===== src/sv/bba_pkg.sv =====
`default_nettype none

package bba_pkg;

  localparam int MAX_POOL_LOG2 = 32;
  localparam int MIN_POOL_LOG2 = 4;
  localparam int POOL_RESET    = 20;
  localparam int NUM_ORD       = MAX_POOL_LOG2 + 1;
  localparam int ORD_W         = 6;
  localparam int SIZE_W        = 33;
  localparam int ALIGN_W       = 16;
  localparam int ADDR_W        = 48;
  localparam int OFF_W         = 32;
  localparam int SUM_W         = SIZE_W + 1;

  typedef struct packed {
    logic [SIZE_W-1:0]  request_size;
    logic [ALIGN_W-1:0] alignment;
  } req_t;

  typedef struct packed {
    logic               status;
    logic [ADDR_W-1:0]  address;
    logic [SIZE_W-1:0]  granted_bytes;
  } res_t;

  typedef struct packed {
    logic [SIZE_W-1:0] granted;
    logic [ORD_W-1:0]  need;
  } job_t;

  localparam logic ST_GRANT = 1'b0;
  localparam logic ST_OOM   = 1'b1;

  // all bits at and below the highest set bit
  function automatic logic [ALIGN_W-1:0] smear16(input logic [ALIGN_W-1:0] a);
    logic [ALIGN_W-1:0] r;
    r = a;
    r = r | (r >> 1);
    r = r | (r >> 2);
    r = r | (r >> 4);
    r = r | (r >> 8);
    return r;
  endfunction

  // number of significant bits
  function automatic logic [ORD_W-1:0] bitlen(input logic [SUM_W-1:0] x);
    logic [ORD_W-1:0] n;
    n = '0;
    for (int k = 0; k < SUM_W; k++) begin
      if (x[k]) n = ORD_W'(k + 1);
    end
    return n;
  endfunction

  function automatic logic [ORD_W-1:0] lowest_set(input logic [NUM_ORD-1:0] c);
    logic [ORD_W-1:0] n;
    n = '0;
    for (int k = NUM_ORD - 1; k >= 0; k--) begin
      if (c[k]) n = ORD_W'(k);
    end
    return n;
  endfunction

endpackage

`default_nettype wire


===== src/sv/buddy_block_allocator_top.sv =====
`default_nettype none

// A grant passes the front register, the queue and the back-end states FIND, READ and SPLIT,
//   which repeats once per order split (0..32); out of memory is reported from IDLE when the
//   request exceeds the pool, from FIND when no block is free. The split sequencer writes one
//   free half per cycle through the single offset memory port; the queue buffers new requests.
// done pulses for one cycle; the receiver cannot stall.
// Reset (rst, synchronous): pool 2^20 bytes, base 0, one whole free block.
module buddy_block_allocator_top (
  input  wire logic                       clk,
  input  wire logic                       rst,
  input  wire logic                       start,
  input  wire bba_pkg::req_t              req,
  output logic                            busy,
  output logic                            done,
  output bba_pkg::res_t                   result,
  input  wire logic                       psel,
  input  wire logic                       penable,
  input  wire logic                       pwrite,
  input  wire logic [3:0]                 paddr,
  input  wire logic [63:0]                pwdata,
  output logic [63:0]                     prdata,
  output logic                            pready
);
  import bba_pkg::*;

  localparam logic REG_POOL = 1'b0;
  localparam logic REG_BASE = 1'b1;

  logic [ORD_W-1:0]  pool;
  logic [ADDR_W-1:0] base;
  logic              wr;
  logic              init;
  logic [ORD_W-1:0]  pool_next;

  logic q_push;
  logic q_full;
  logic q_pop;
  logic q_empty;
  job_t f_job;
  job_t q_job;

  assign pready = 1'b1;
  assign wr     = psel && penable && pwrite && pready;
  assign init   = wr && (paddr[3] == REG_POOL);

  always_comb begin
    if (pwdata[ORD_W-1:0] < ORD_W'(MIN_POOL_LOG2)) begin
      pool_next = ORD_W'(MIN_POOL_LOG2);
    end else if (pwdata[ORD_W-1:0] > ORD_W'(MAX_POOL_LOG2)) begin
      pool_next = ORD_W'(MAX_POOL_LOG2);
    end else begin
      pool_next = pwdata[ORD_W-1:0];
    end
  end

  always_comb begin
    case (paddr[3])
      REG_POOL: prdata = 64'(pool);
      default:  prdata = 64'(base);
    endcase
  end

  always_ff @(posedge clk) begin
    if (rst) begin
      pool <= ORD_W'(POOL_RESET);
      base <= '0;
    end else if (wr) begin
      if (paddr[3] == REG_POOL) begin
        pool <= pool_next;
      end else if (paddr[3] == REG_BASE) begin
        base <= pwdata[ADDR_W-1:0];
      end
    end
  end

  bba_front u_front (
    .clk    (clk),
    .rst    (rst),
    .start  (start),
    .req    (req),
    .busy   (busy),
    .push   (q_push),
    .job    (f_job),
    .q_full (q_full)
  );

  bba_queue u_queue (
    .clk    (clk),
    .rst    (rst),
    .push   (q_push),
    .wr_job (f_job),
    .full   (q_full),
    .pop    (q_pop),
    .rd_job (q_job),
    .empty  (q_empty)
  );

  bba_back u_back (
    .clk       (clk),
    .rst       (rst),
    .init      (init),
    .init_pool (pool_next),
    .pool      (pool),
    .base      (base),
    .q_empty   (q_empty),
    .q_job     (q_job),
    .pop       (q_pop),
    .done      (done),
    .result    (result)
  );

endmodule

`default_nettype wire


===== src/sv/bba_front.sv =====
`default_nettype none

module bba_front (
  input  wire logic          clk,
  input  wire logic          rst,
  input  wire logic          start,
  input  wire bba_pkg::req_t req,
  output logic               busy,
  output logic               push,
  output bba_pkg::job_t      job,
  input  wire logic          q_full
);
  import bba_pkg::*;

  logic               fv;
  req_t               freq;
  logic [ALIGN_W-1:0] amask;
  logic [SUM_W-1:0]   sum;
  logic [SUM_W-1:0]   aligned;
  logic               accept;

  assign busy   = fv && q_full;
  assign accept = start && !busy;
  assign push   = fv && !q_full;

  always_comb begin
    amask   = smear16(freq.alignment) >> 1;
    sum     = {1'b0, freq.request_size} + SUM_W'(amask);
    aligned = sum & ~SUM_W'(amask);
    job.granted = aligned[SIZE_W-1:0];
    job.need    = (aligned == '0) ? '0 : bitlen(aligned - SUM_W'(1));
  end

  always_ff @(posedge clk) begin
    if (rst) begin
      fv <= 1'b0;
    end else if (accept) begin
      fv <= 1'b1;
    end else if (push) begin
      fv <= 1'b0;
    end
  end

  always_ff @(posedge clk) begin
    if (accept) begin
      freq <= req;
    end
  end

endmodule

`default_nettype wire


===== src/sv/bba_queue.sv =====
`default_nettype none

module bba_queue (
  input  wire logic          clk,
  input  wire logic          rst,
  input  wire logic          push,
  input  wire bba_pkg::job_t wr_job,
  output logic               full,
  input  wire logic          pop,
  output bba_pkg::job_t      rd_job,
  output logic               empty
);
  import bba_pkg::*;

  job_t       slots [2];
  logic       wp;
  logic       rp;
  logic [1:0] count;

  assign full   = (count == 2'd2);
  assign empty  = (count == 2'd0);
  assign rd_job = slots[rp];

  always_ff @(posedge clk) begin
    if (rst) begin
      wp    <= 1'b0;
      rp    <= 1'b0;
      count <= 2'd0;
    end else begin
      if (push) wp <= ~wp;
      if (pop) rp <= ~rp;
      count <= count + 2'(push) - 2'(pop);
    end
  end

  always_ff @(posedge clk) begin
    if (push) begin
      slots[wp] <= wr_job;
    end
  end

endmodule

`default_nettype wire


===== src/sv/bba_back.sv =====
`default_nettype none

module bba_back (
  input  wire logic                      clk,
  input  wire logic                      rst,
  input  wire logic                      init,
  input  wire logic [bba_pkg::ORD_W-1:0] init_pool,
  input  wire logic [bba_pkg::ORD_W-1:0] pool,
  input  wire logic [bba_pkg::ADDR_W-1:0] base,
  input  wire logic                      q_empty,
  input  wire bba_pkg::job_t             q_job,
  output logic                           pop,
  output logic                           done,
  output bba_pkg::res_t                  result
);
  import bba_pkg::*;

  typedef enum logic [1:0] {IDLE, FIND, READ, SPLIT} state_t;

  state_t             state;
  logic [NUM_ORD-1:0] order_free;
  logic [ORD_W-1:0]   need;
  logic [SIZE_W-1:0]  granted;
  logic [ORD_W-1:0]   i;
  logic [OFF_W-1:0]   off;

  logic [OFF_W-1:0]   off_mem [NUM_ORD];
  logic [OFF_W-1:0]   mem_q;
  logic               mem_we;
  logic [ORD_W-1:0]   mem_wa;
  logic [OFF_W-1:0]   mem_wd;

  logic [NUM_ORD-1:0] cand;
  logic [ORD_W-1:0]   found;
  logic [ORD_W-1:0]   im1;

  assign pop    = (state == IDLE) && !q_empty && !init;
  assign cand   = order_free & ~((NUM_ORD'(1) << need) - NUM_ORD'(1));
  assign found  = lowest_set(cand);
  assign im1    = i - ORD_W'(1);
  assign mem_we = (state == SPLIT) && (i != need);
  assign mem_wa = im1;
  assign mem_wd = off + (OFF_W'(1) << im1);

  always_ff @(posedge clk) begin
    if (mem_we) begin
      off_mem[mem_wa] <= mem_wd;
    end
    mem_q <= off_mem[found];
  end

  always_ff @(posedge clk) begin
    if (rst) begin
      state      <= IDLE;
      order_free <= NUM_ORD'(1) << POOL_RESET;
      done       <= 1'b0;
    end else begin
      done <= 1'b0;
      unique case (state)
        IDLE: begin
          if (init) begin
            order_free <= NUM_ORD'(1) << init_pool;
          end else if (pop) begin
            need    <= q_job.need;
            granted <= q_job.granted;
            if (q_job.need > pool) begin
              done   <= 1'b1;
              result <= '{status: ST_OOM, address: '0, granted_bytes: '0};
            end else begin
              state <= FIND;
            end
          end
        end
        FIND: begin
          if (cand == '0) begin
            done   <= 1'b1;
            result <= '{status: ST_OOM, address: '0, granted_bytes: '0};
            state  <= IDLE;
          end else begin
            order_free[found] <= 1'b0;
            i                 <= found;
            state             <= READ;
          end
        end
        READ: begin
          // the pool-order block only comes from init, always at offset zero
          off   <= (i == pool) ? '0 : mem_q;
          state <= SPLIT;
        end
        SPLIT: begin
          if (i == need) begin
            done   <= 1'b1;
            result <= '{status: ST_GRANT, address: base + ADDR_W'(off),
                        granted_bytes: granted};
            state  <= IDLE;
          end else begin
            order_free[im1] <= 1'b1;
            i               <= im1;
          end
        end
        default: state <= IDLE;
      endcase
    end
  end

`ifndef SYNTH
  a_no_free_above_pool: assert property (@(posedge clk) disable iff (rst)
    ((order_free >> pool) >> 1) == '0)
    else $error("free order above pool");

  a_done_idle: assert property (@(posedge clk) disable iff (rst)
    done |-> (state == IDLE))
    else $error("result strobe while an item is still in work");

  a_one_per_order: assert property (@(posedge clk) disable iff (rst)
    mem_we |-> !order_free[im1])
    else $error("split half lands on an order already free");

  a_oom_zero: assert property (@(posedge clk) disable iff (rst)
    (done && result.status == ST_OOM) |-> (result.address == '0 && result.granted_bytes == '0))
    else $error("failed result carries data");
`endif

endmodule

`default_nettype wire


===== config.mk =====
export PLATFORM = sky130hd
export DESIGN_NAME = buddy_block_allocator_top
export DESIGN_NICKNAME = d
export VERILOG_FILES = /design/src/sv/bba_pkg.sv /design/src/sv/buddy_block_allocator_top.sv /design/src/sv/bba_front.sv /design/src/sv/bba_queue.sv /design/src/sv/bba_back.sv
export SDC_FILE = /design/constraint.sdc
export NUM_CORES = 2
export LEC_CHECK = 0
export ABC_AREA = 1
export ABC_CLOCK_PERIOD_IN_PS = 9700
export BUFFER_PORTS_ARGS = -buffer_cell sky130_fd_sc_hd__buf_2
export CAP_MARGIN = 25
export CELL_PAD_IN_SITES_DETAIL_PLACEMENT = 1
export CELL_PAD_IN_SITES_GLOBAL_PLACEMENT = 2
export CORE_ASPECT_RATIO = 0.5
export CORE_MARGIN = 2
export CORE_UTILIZATION = 41
export DETAILED_ROUTE_END_ITERATION = 8
export PLACE_DENSITY = 0.9
export SYNTH_ARGS = -nofsm -noshare
export SYNTH_HDL_FRONTEND = slang
export SYNTH_SLANG_ARGS = --single-unit

===== constraint.sdc =====
create_clock -name clk -period 9.7 [get_ports clk]
set_clock_uncertainty 0.05 [all_clocks]
set_input_delay 0.97 -clock clk [delete_from_list [all_inputs] [get_ports clk]]
set_output_delay 0.97 -clock clk [all_outputs]
set_load 0.02 [all_outputs]

; Word level (Yosys, flattened, before mapping)
; Memories as Yosys holds them, arrays and structs flattened. A register that Yosys moved wholly into a read port is not among the register bits.
; Cells that the tools add are included.
[word_totals]
regBits = 303
ram_bits = 1134
input_bits = 123
word_cells = 208
n_memories = 2
[classes]
n_addsub = 8
magnitude_cmp = 7
eq_ne = 16
n_shift = 3
muxes = 108
bitwise = 16
n_reduce_logical = 30
[mem_list]
columns = memory, words, word_bits, rd, rd_ports_with_merged_regs, wr, line
row1 = u_back.off_mem, 33, 32, 1, 1, 1, bba_back.sv:27  ; logic [OFF_W-1:0] off_mem [NUM_ORD];
row2 = u_queue.slots, 2, 39, 1, 1, 1, bba_queue.sv:15  ; job_t slots [2];
[op_table]
columns = operator, count
row1 = two-way mux 6 bit, 71
row2 = two-way mux 82 bit, 5
row3 = one-hot mux 82 bit (3 select lines), 1
row4 = two-way mux 33 bit, 3
row5 = one-hot mux 33 bit (3 select lines), 1
row6 = AND 33 bit, 2
row7 = NOT 33 bit, 2
row8 = "<< shifter 1 x 6 -> 33 bit, first input constant", 2
row9 = adder 48 x 32 -> 48 bit, 1
row10 = two-way mux 48 bit, 1
row11 = adder 33 x 15 -> 34 bit, 1
row12 = AND 34 bit, 1
row13 = zero test 34 bit, 1
row14 = NOT 15 -> 34 bit, 1
row15 = "subtractor 34 x 1 -> 34 bit, second input constant", 1
row16 = zero test 33 bit, 1
row17 = bitwise OR 33 bit, 1
row18 = "subtractor 33 x 1 -> 33 bit, second input constant", 1
row19 = adder 32 bit, 1
row20 = "<< shifter 1 x 6 -> 32 bit, first input constant", 1
row21 = two-way mux 1 bit, 16
row22 = bitwise OR 16 x 12 -> 16 bit, 1
row23 = bitwise OR 16 x 14 -> 16 bit, 1
row24 = bitwise OR 16 x 15 -> 16 bit, 1
row25 = other kinds (29), 70

; Longest topological paths before layout
[depth]
word_depth = 45
mapped_depth = 56
ltp_nobuf = 56

; Hierarchy
; From an unflattened synthesis, not the netlist that was laid out.
[unflattened]
cells_unflattened = 6334
area_unflattened_um2 = 66785.3
[by_module_without_submodules]
columns = module, n_inst, cells_each, area_per_inst_um2
row1 = bba_back, 1, 5250, 56823.2
row2 = bba_front, 1, 551, 4172.8
row3 = bba_queue, 1, 152, 3084.2
row4 = buddy_block_allocator_top, 1, 381, 2705.1

; Worst setup path after synthesis
; OpenSTA, ideal clock, no wires.
[synth_path]
path_type = reg-to-reg
startpoint = reg u_back.need[3]
endpoint = reg, netlist name u_back.result[0]
setup_time_ns = 0.523
arrival_time_ns = 6.211
path_slack_ns = 2.916
stages_incl_launch_ff = 25
period_less_slack_ns = 6.784
path_cell_list = edfxtp_1 buf_4 inv_2 buf_2 nand3_1 nor2_1 inv_1 ha_1 nand2_1 nor2_1 nand2_1 nor2_2 nand2_1 inv_1 nand2_1 o21ai_0 nand2_1 nand2_1 nor2_1 nand2_1 nor3_1 nand4_1 nand2_1 a21oi_1 nor2_1
[synth_between]
elab_chain_len = 7
elab_cells_between_ends = 9
[synth_lines]
columns = item, line
row1 = from (decl), bba_back.sv:22  ; logic [ORD_W-1:0] need;
row2 = from (signal assigned), bba_back.sv:64  ; need <= q_job.need;
row3 = << shifter 1 x 6 -> 33 bit, bba_back.sv:38  ; assign cand = order_free & ~((NUM_ORD'(1) << need) - NUM_ORD'(1));
row4 = subtractor 33 x 1 -> 33 bit, bba_back.sv:38
row5 = NOT 33 bit, bba_back.sv:38
row6 = AND 33 bit, bba_back.sv:38
row7 = zero test 33 bit, bba_back.sv:75  ; if (cand == '0) begin
row8 = inequality test 2 x 1 -> 1 bit (no line), --
row9 = AND reduction 7 bit (no line) (*), --
; Every way passes the cells marked *; elsewhere a longest branch is shown, timed or not.
; A chain may end at the register's enable or synchronous reset.

; Worst setup path in the final report
[layout_path]
startpoint = reg u_back.i[0]
endpoint = mem u_back.off_mem[27][30], data pin
[layout_between]
elab_chain_len = 3
[layout_lines]
columns = item, line
row1 = from (decl), bba_back.sv:24  ; logic [ORD_W-1:0] i;
row2 = from (signal assigned), bba_back.sv:81  ; i <= found;
row3 = from (signal assigned), bba_back.sv:98  ; i <= im1;
row4 = subtractor 6 x 1 -> 6 bit, bba_back.sv:40  ; assign im1 = i - ORD_W'(1);
row5 = << shifter 1 x 6 -> 32 bit, bba_back.sv:43  ; assign mem_wd = off + (OFF_W'(1) << im1);
row6 = adder 32 bit, bba_back.sv:43
row7 = named net u_back.mem_wd[30], bba_back.sv:31  ; logic [OFF_W-1:0] mem_wd;
row8 = to (decl), bba_back.sv:27
; The timed path passes the listed nets, and every way through them passes these cells.

==> run_results.csv <==
group,metric,value,unit
run_status,outcome,"finished with violations",
run_status,violations,"slew limit",
yosys,synthCells,6246,
critical_path,critPathSlowestCell,"edfxtp_1",
pwr,ir_drop,0.719,mV
layout,fin_nets,6637,
sta,grt_setup_unrepaired,"no",
yosys,synth-seq-cells,1469,
place,gp_congestion,0.892,
yosys,yosysMostFrequentCell,"edfxtp_1",
die,core,0.159,mm^2
sta,worst_slew_pin_slew,1670,ps
layout,area_growth,13.1,%
global_route,grt_first_pass_wirelength,322000,um
place,dpl_worst_slack,1500,ps
yosys,synth_top_family_by_area,"simple AND/OR/NAND/NOR gates",
detailed_routing,drt-pass1-iter-count,6,
critical_path,worstSetupPathType,"reg2reg",
cts,clock_path_buffers,4,
job,cap_viol_max_count,0,
yosys,synth_top_cell_by_area,"edfxtp_1",
detailed_routing,drtIter0Drc,5834,
yosys,synth-xor-area-share,0.0110,
critical_path,cpPeakStageDelay,580,ps
cts,cts_tree,"yes",
cts,cts_buffers,146,
yosys,synth-warning-count,0,
detailed_routing,num_vias,50300,
min_path,hp-class,"in2reg",
sta,hold_viol,0,
yosys,synth_fa_ha_area_frac,0.0186,
cts,cts_hold_buf,0,
yosys,async_reset_ff_frac,0,
sta,tns,0,ps
die,start_util,0.415,
die,rows,103,
detailed_routing,vias_per_cell,5.80,
die,dieArea,0.164,mm^2
yosys,synth-simple-area-share,0.208,
cts,cts_resized,0,
yosys,yosysUniqueCellTypes,59,
die,die_height,288,um
sta,fin_crit_sh,0.874,
pwr,p_leak,29.4,nW
layout,drive_above_1_share,0.116,
die,die_w,571,um
global_route,grt.overflow.total,0,
pwr,powerDensity,346,mW/mm^2
sta,setup_viol,0,
sta,final_max_slew_viol_count,98,
cts,root_buffer,"clkbuf_16",
cts,postCtsSetupRepairBufs,0,
yosys,synth_common_cells,"1341 x edfxtp_1, 1213 x nand2_1, 655 x nor2_1, 629 x nand3_1, 502 x inv_1",
global_route,antenna_found_initial,7,
detailed_routing,post-route-drc-count,0,
yosys,synth_top_area_share,0.611,
yosys,yosysSeqAreaShare,0.650,
global_route,grt_pass1_vias,50200,
yosys,yosys-top-cells-area,"edfxtp_1 61%, nand2_1 6.9%, nand3_1 4.8%, dfxtp_1 3.9%, nand4_1 3.8%",
sta,timing.slew.headroom,-0.110,
critical_path,start_kind,"register",
yosys,synthMuxAreaShare,0.00649,
sta,max_freq,118,MHz
yosys,synth_edf_count,1341,
yosys,avgSynthCellArea,10.6,um^2
yosys,synth_compound_area_frac,0.0509,
detailed_routing,final_antenna_net_count,0,
critical_path,cp_max_fo,33,
sta,setup_slack,1220,ps
cts,clock_latency,800,ps
cts,clock-sinks,1469,
critical_path,endpoint_kind,"register",
place,portBuffers,234,
critical_path,worstPathArrival,8990,ps
sta,period_minus_slack,8480,ps
yosys,synth_ff_type,"edfxtp_1",
global_route,grt_max_degree,181,
global_route,grt_use_total,0.263,
detailed_routing,drt_wl_total,221000,um
yosys,synth_area,0.0659,mm^2
die,io_pins,272,
critical_path,cp.required,10200,ps
detailed_routing,routedWlPerCell,25.5,um
place,dp_hpwl,128000,um
cts,htreeDepth,4,
cts,path_clk_slew,70,ps
## path summary, 6_finish.rpt
kind,slack [ps],depth (start not counted),to,startpoint
hold reg to reg,410,2,u_back.off[24],u_back.mem_q[24]
setup reg to reg,1220,34,u_back.off_mem[27][30],u_back.i[0]
setup / recovery,1220,34,u_back.off_mem[27][30],u_back.i[0]
hold / removal,330,1,u_front.freq[44],req[44]
## registers in the layout, summed over array words and instances (netlist names), 2 cells and up, named ones only
signal	cells
u_back.off	32
u_queue.slots	78
u_back.need	6
pool	6
u_queue.count	2
base	48
u_front.freq	48
u_back.granted	33
u_back.result	82
u_back.i	6
u_back.mem_q	32
u_back.off_mem	1056
u_back.order_free	33
## area by class of cell
type                            instances  area [um^2]
Tap cell                             2152         2690
Clock inverter                         66          619
Clock buffer                          190         3990
Antenna cell                            2         5.00
Inverter                              519         1950
Sequential cell                      1469        42800
Timing Repair Buffer                  358         2340
Multi-Input combinational cell       3924        20200
Fill cell                           17400        84200
## per-stage QoR
stage | hold slack (ps) | power, mW | instances | cell area (um^2) | utilization
floorplan | 393 | 15.5 | 6261 | 66000 | -
global placement | 405 | 19.6 | 8414 | 69800 | 0.440
detailed placement | 424 | 19.9 | 8418 | 69900 | 0.440
CTS | 276 | 25.7 | 8674 | 74500 | 0.469
global route | 287 | 27.0 | 8678 | 74600 | 0.470
finish | 330 | 25.8 | 8680 | 74600 | 0.470
## cells in the final DEF, fill, tap and decap left out, drive strengths merged, types with 50 or more instances in the layout
cell type | synthesis | routed
edfxtp | 1341 | 1341
nand2 | 1227 | 1227
nor2 | 674 | 674
nand3 | 632 | 632
inv | 514 | 523
nand4 | 401 | 401
buf | 152 | 358
o21ai | 300 | 300
a21oi | 236 | 236
clkbuf | 197 | 190
dfxtp | 128 | 128
nor3 | 98 | 98
ha | 93 | 93
xor2 | 63 | 63
clkinv | 5 | 50
## report_power, final
group	switching, mW	total [mW]	internal, mW
logic	9.44	12.2	2.81
registers	0.246	7.85	7.61
clock network	2.51	5.72	3.20
## cell families after synthesis
family / Yosys count
buffers and inverters: 868
AND/OR/NAND/NOR: 3066
multiplexers: 38
XOR/XNOR: 82
flip-flops: 1469
AO/OA/AOI/OAI: 625
other: 2
adder cells (fa/ha/maj): 96
## layer usage
| layer | vias to the layer above | wire length (um) | global-route usage | share of wire |
|---|---|---|---|---|
| met1 | 25600 | 93200 | 0.367 | 0.42 |
| met4 | 2 | 5990 | 0.0723 | 0.027 |
| met2 | 2240 | 102000 | 0.424 | 0.46 |
| met5 | - | 17 | 0 | 0.000077 |
| li1 | 22200 | - | - | - |
| met3 | 341 | 20100 | 0.0451 | 0.091 |
## worst max-delay path: cells and delay by family, from the launching register on
kind | cells | cell delay (ps)
AOI/OAI and AO/OA | 11 | 2960
and+or+nand+nor | 13 | 2190
adders and majority gates | 3 | 1020
buffers and inverters | 5 | 970
DFF | 1 | 580
xor gates and xnor gates | 2 | 460
(Power assumes the default switching activity.)
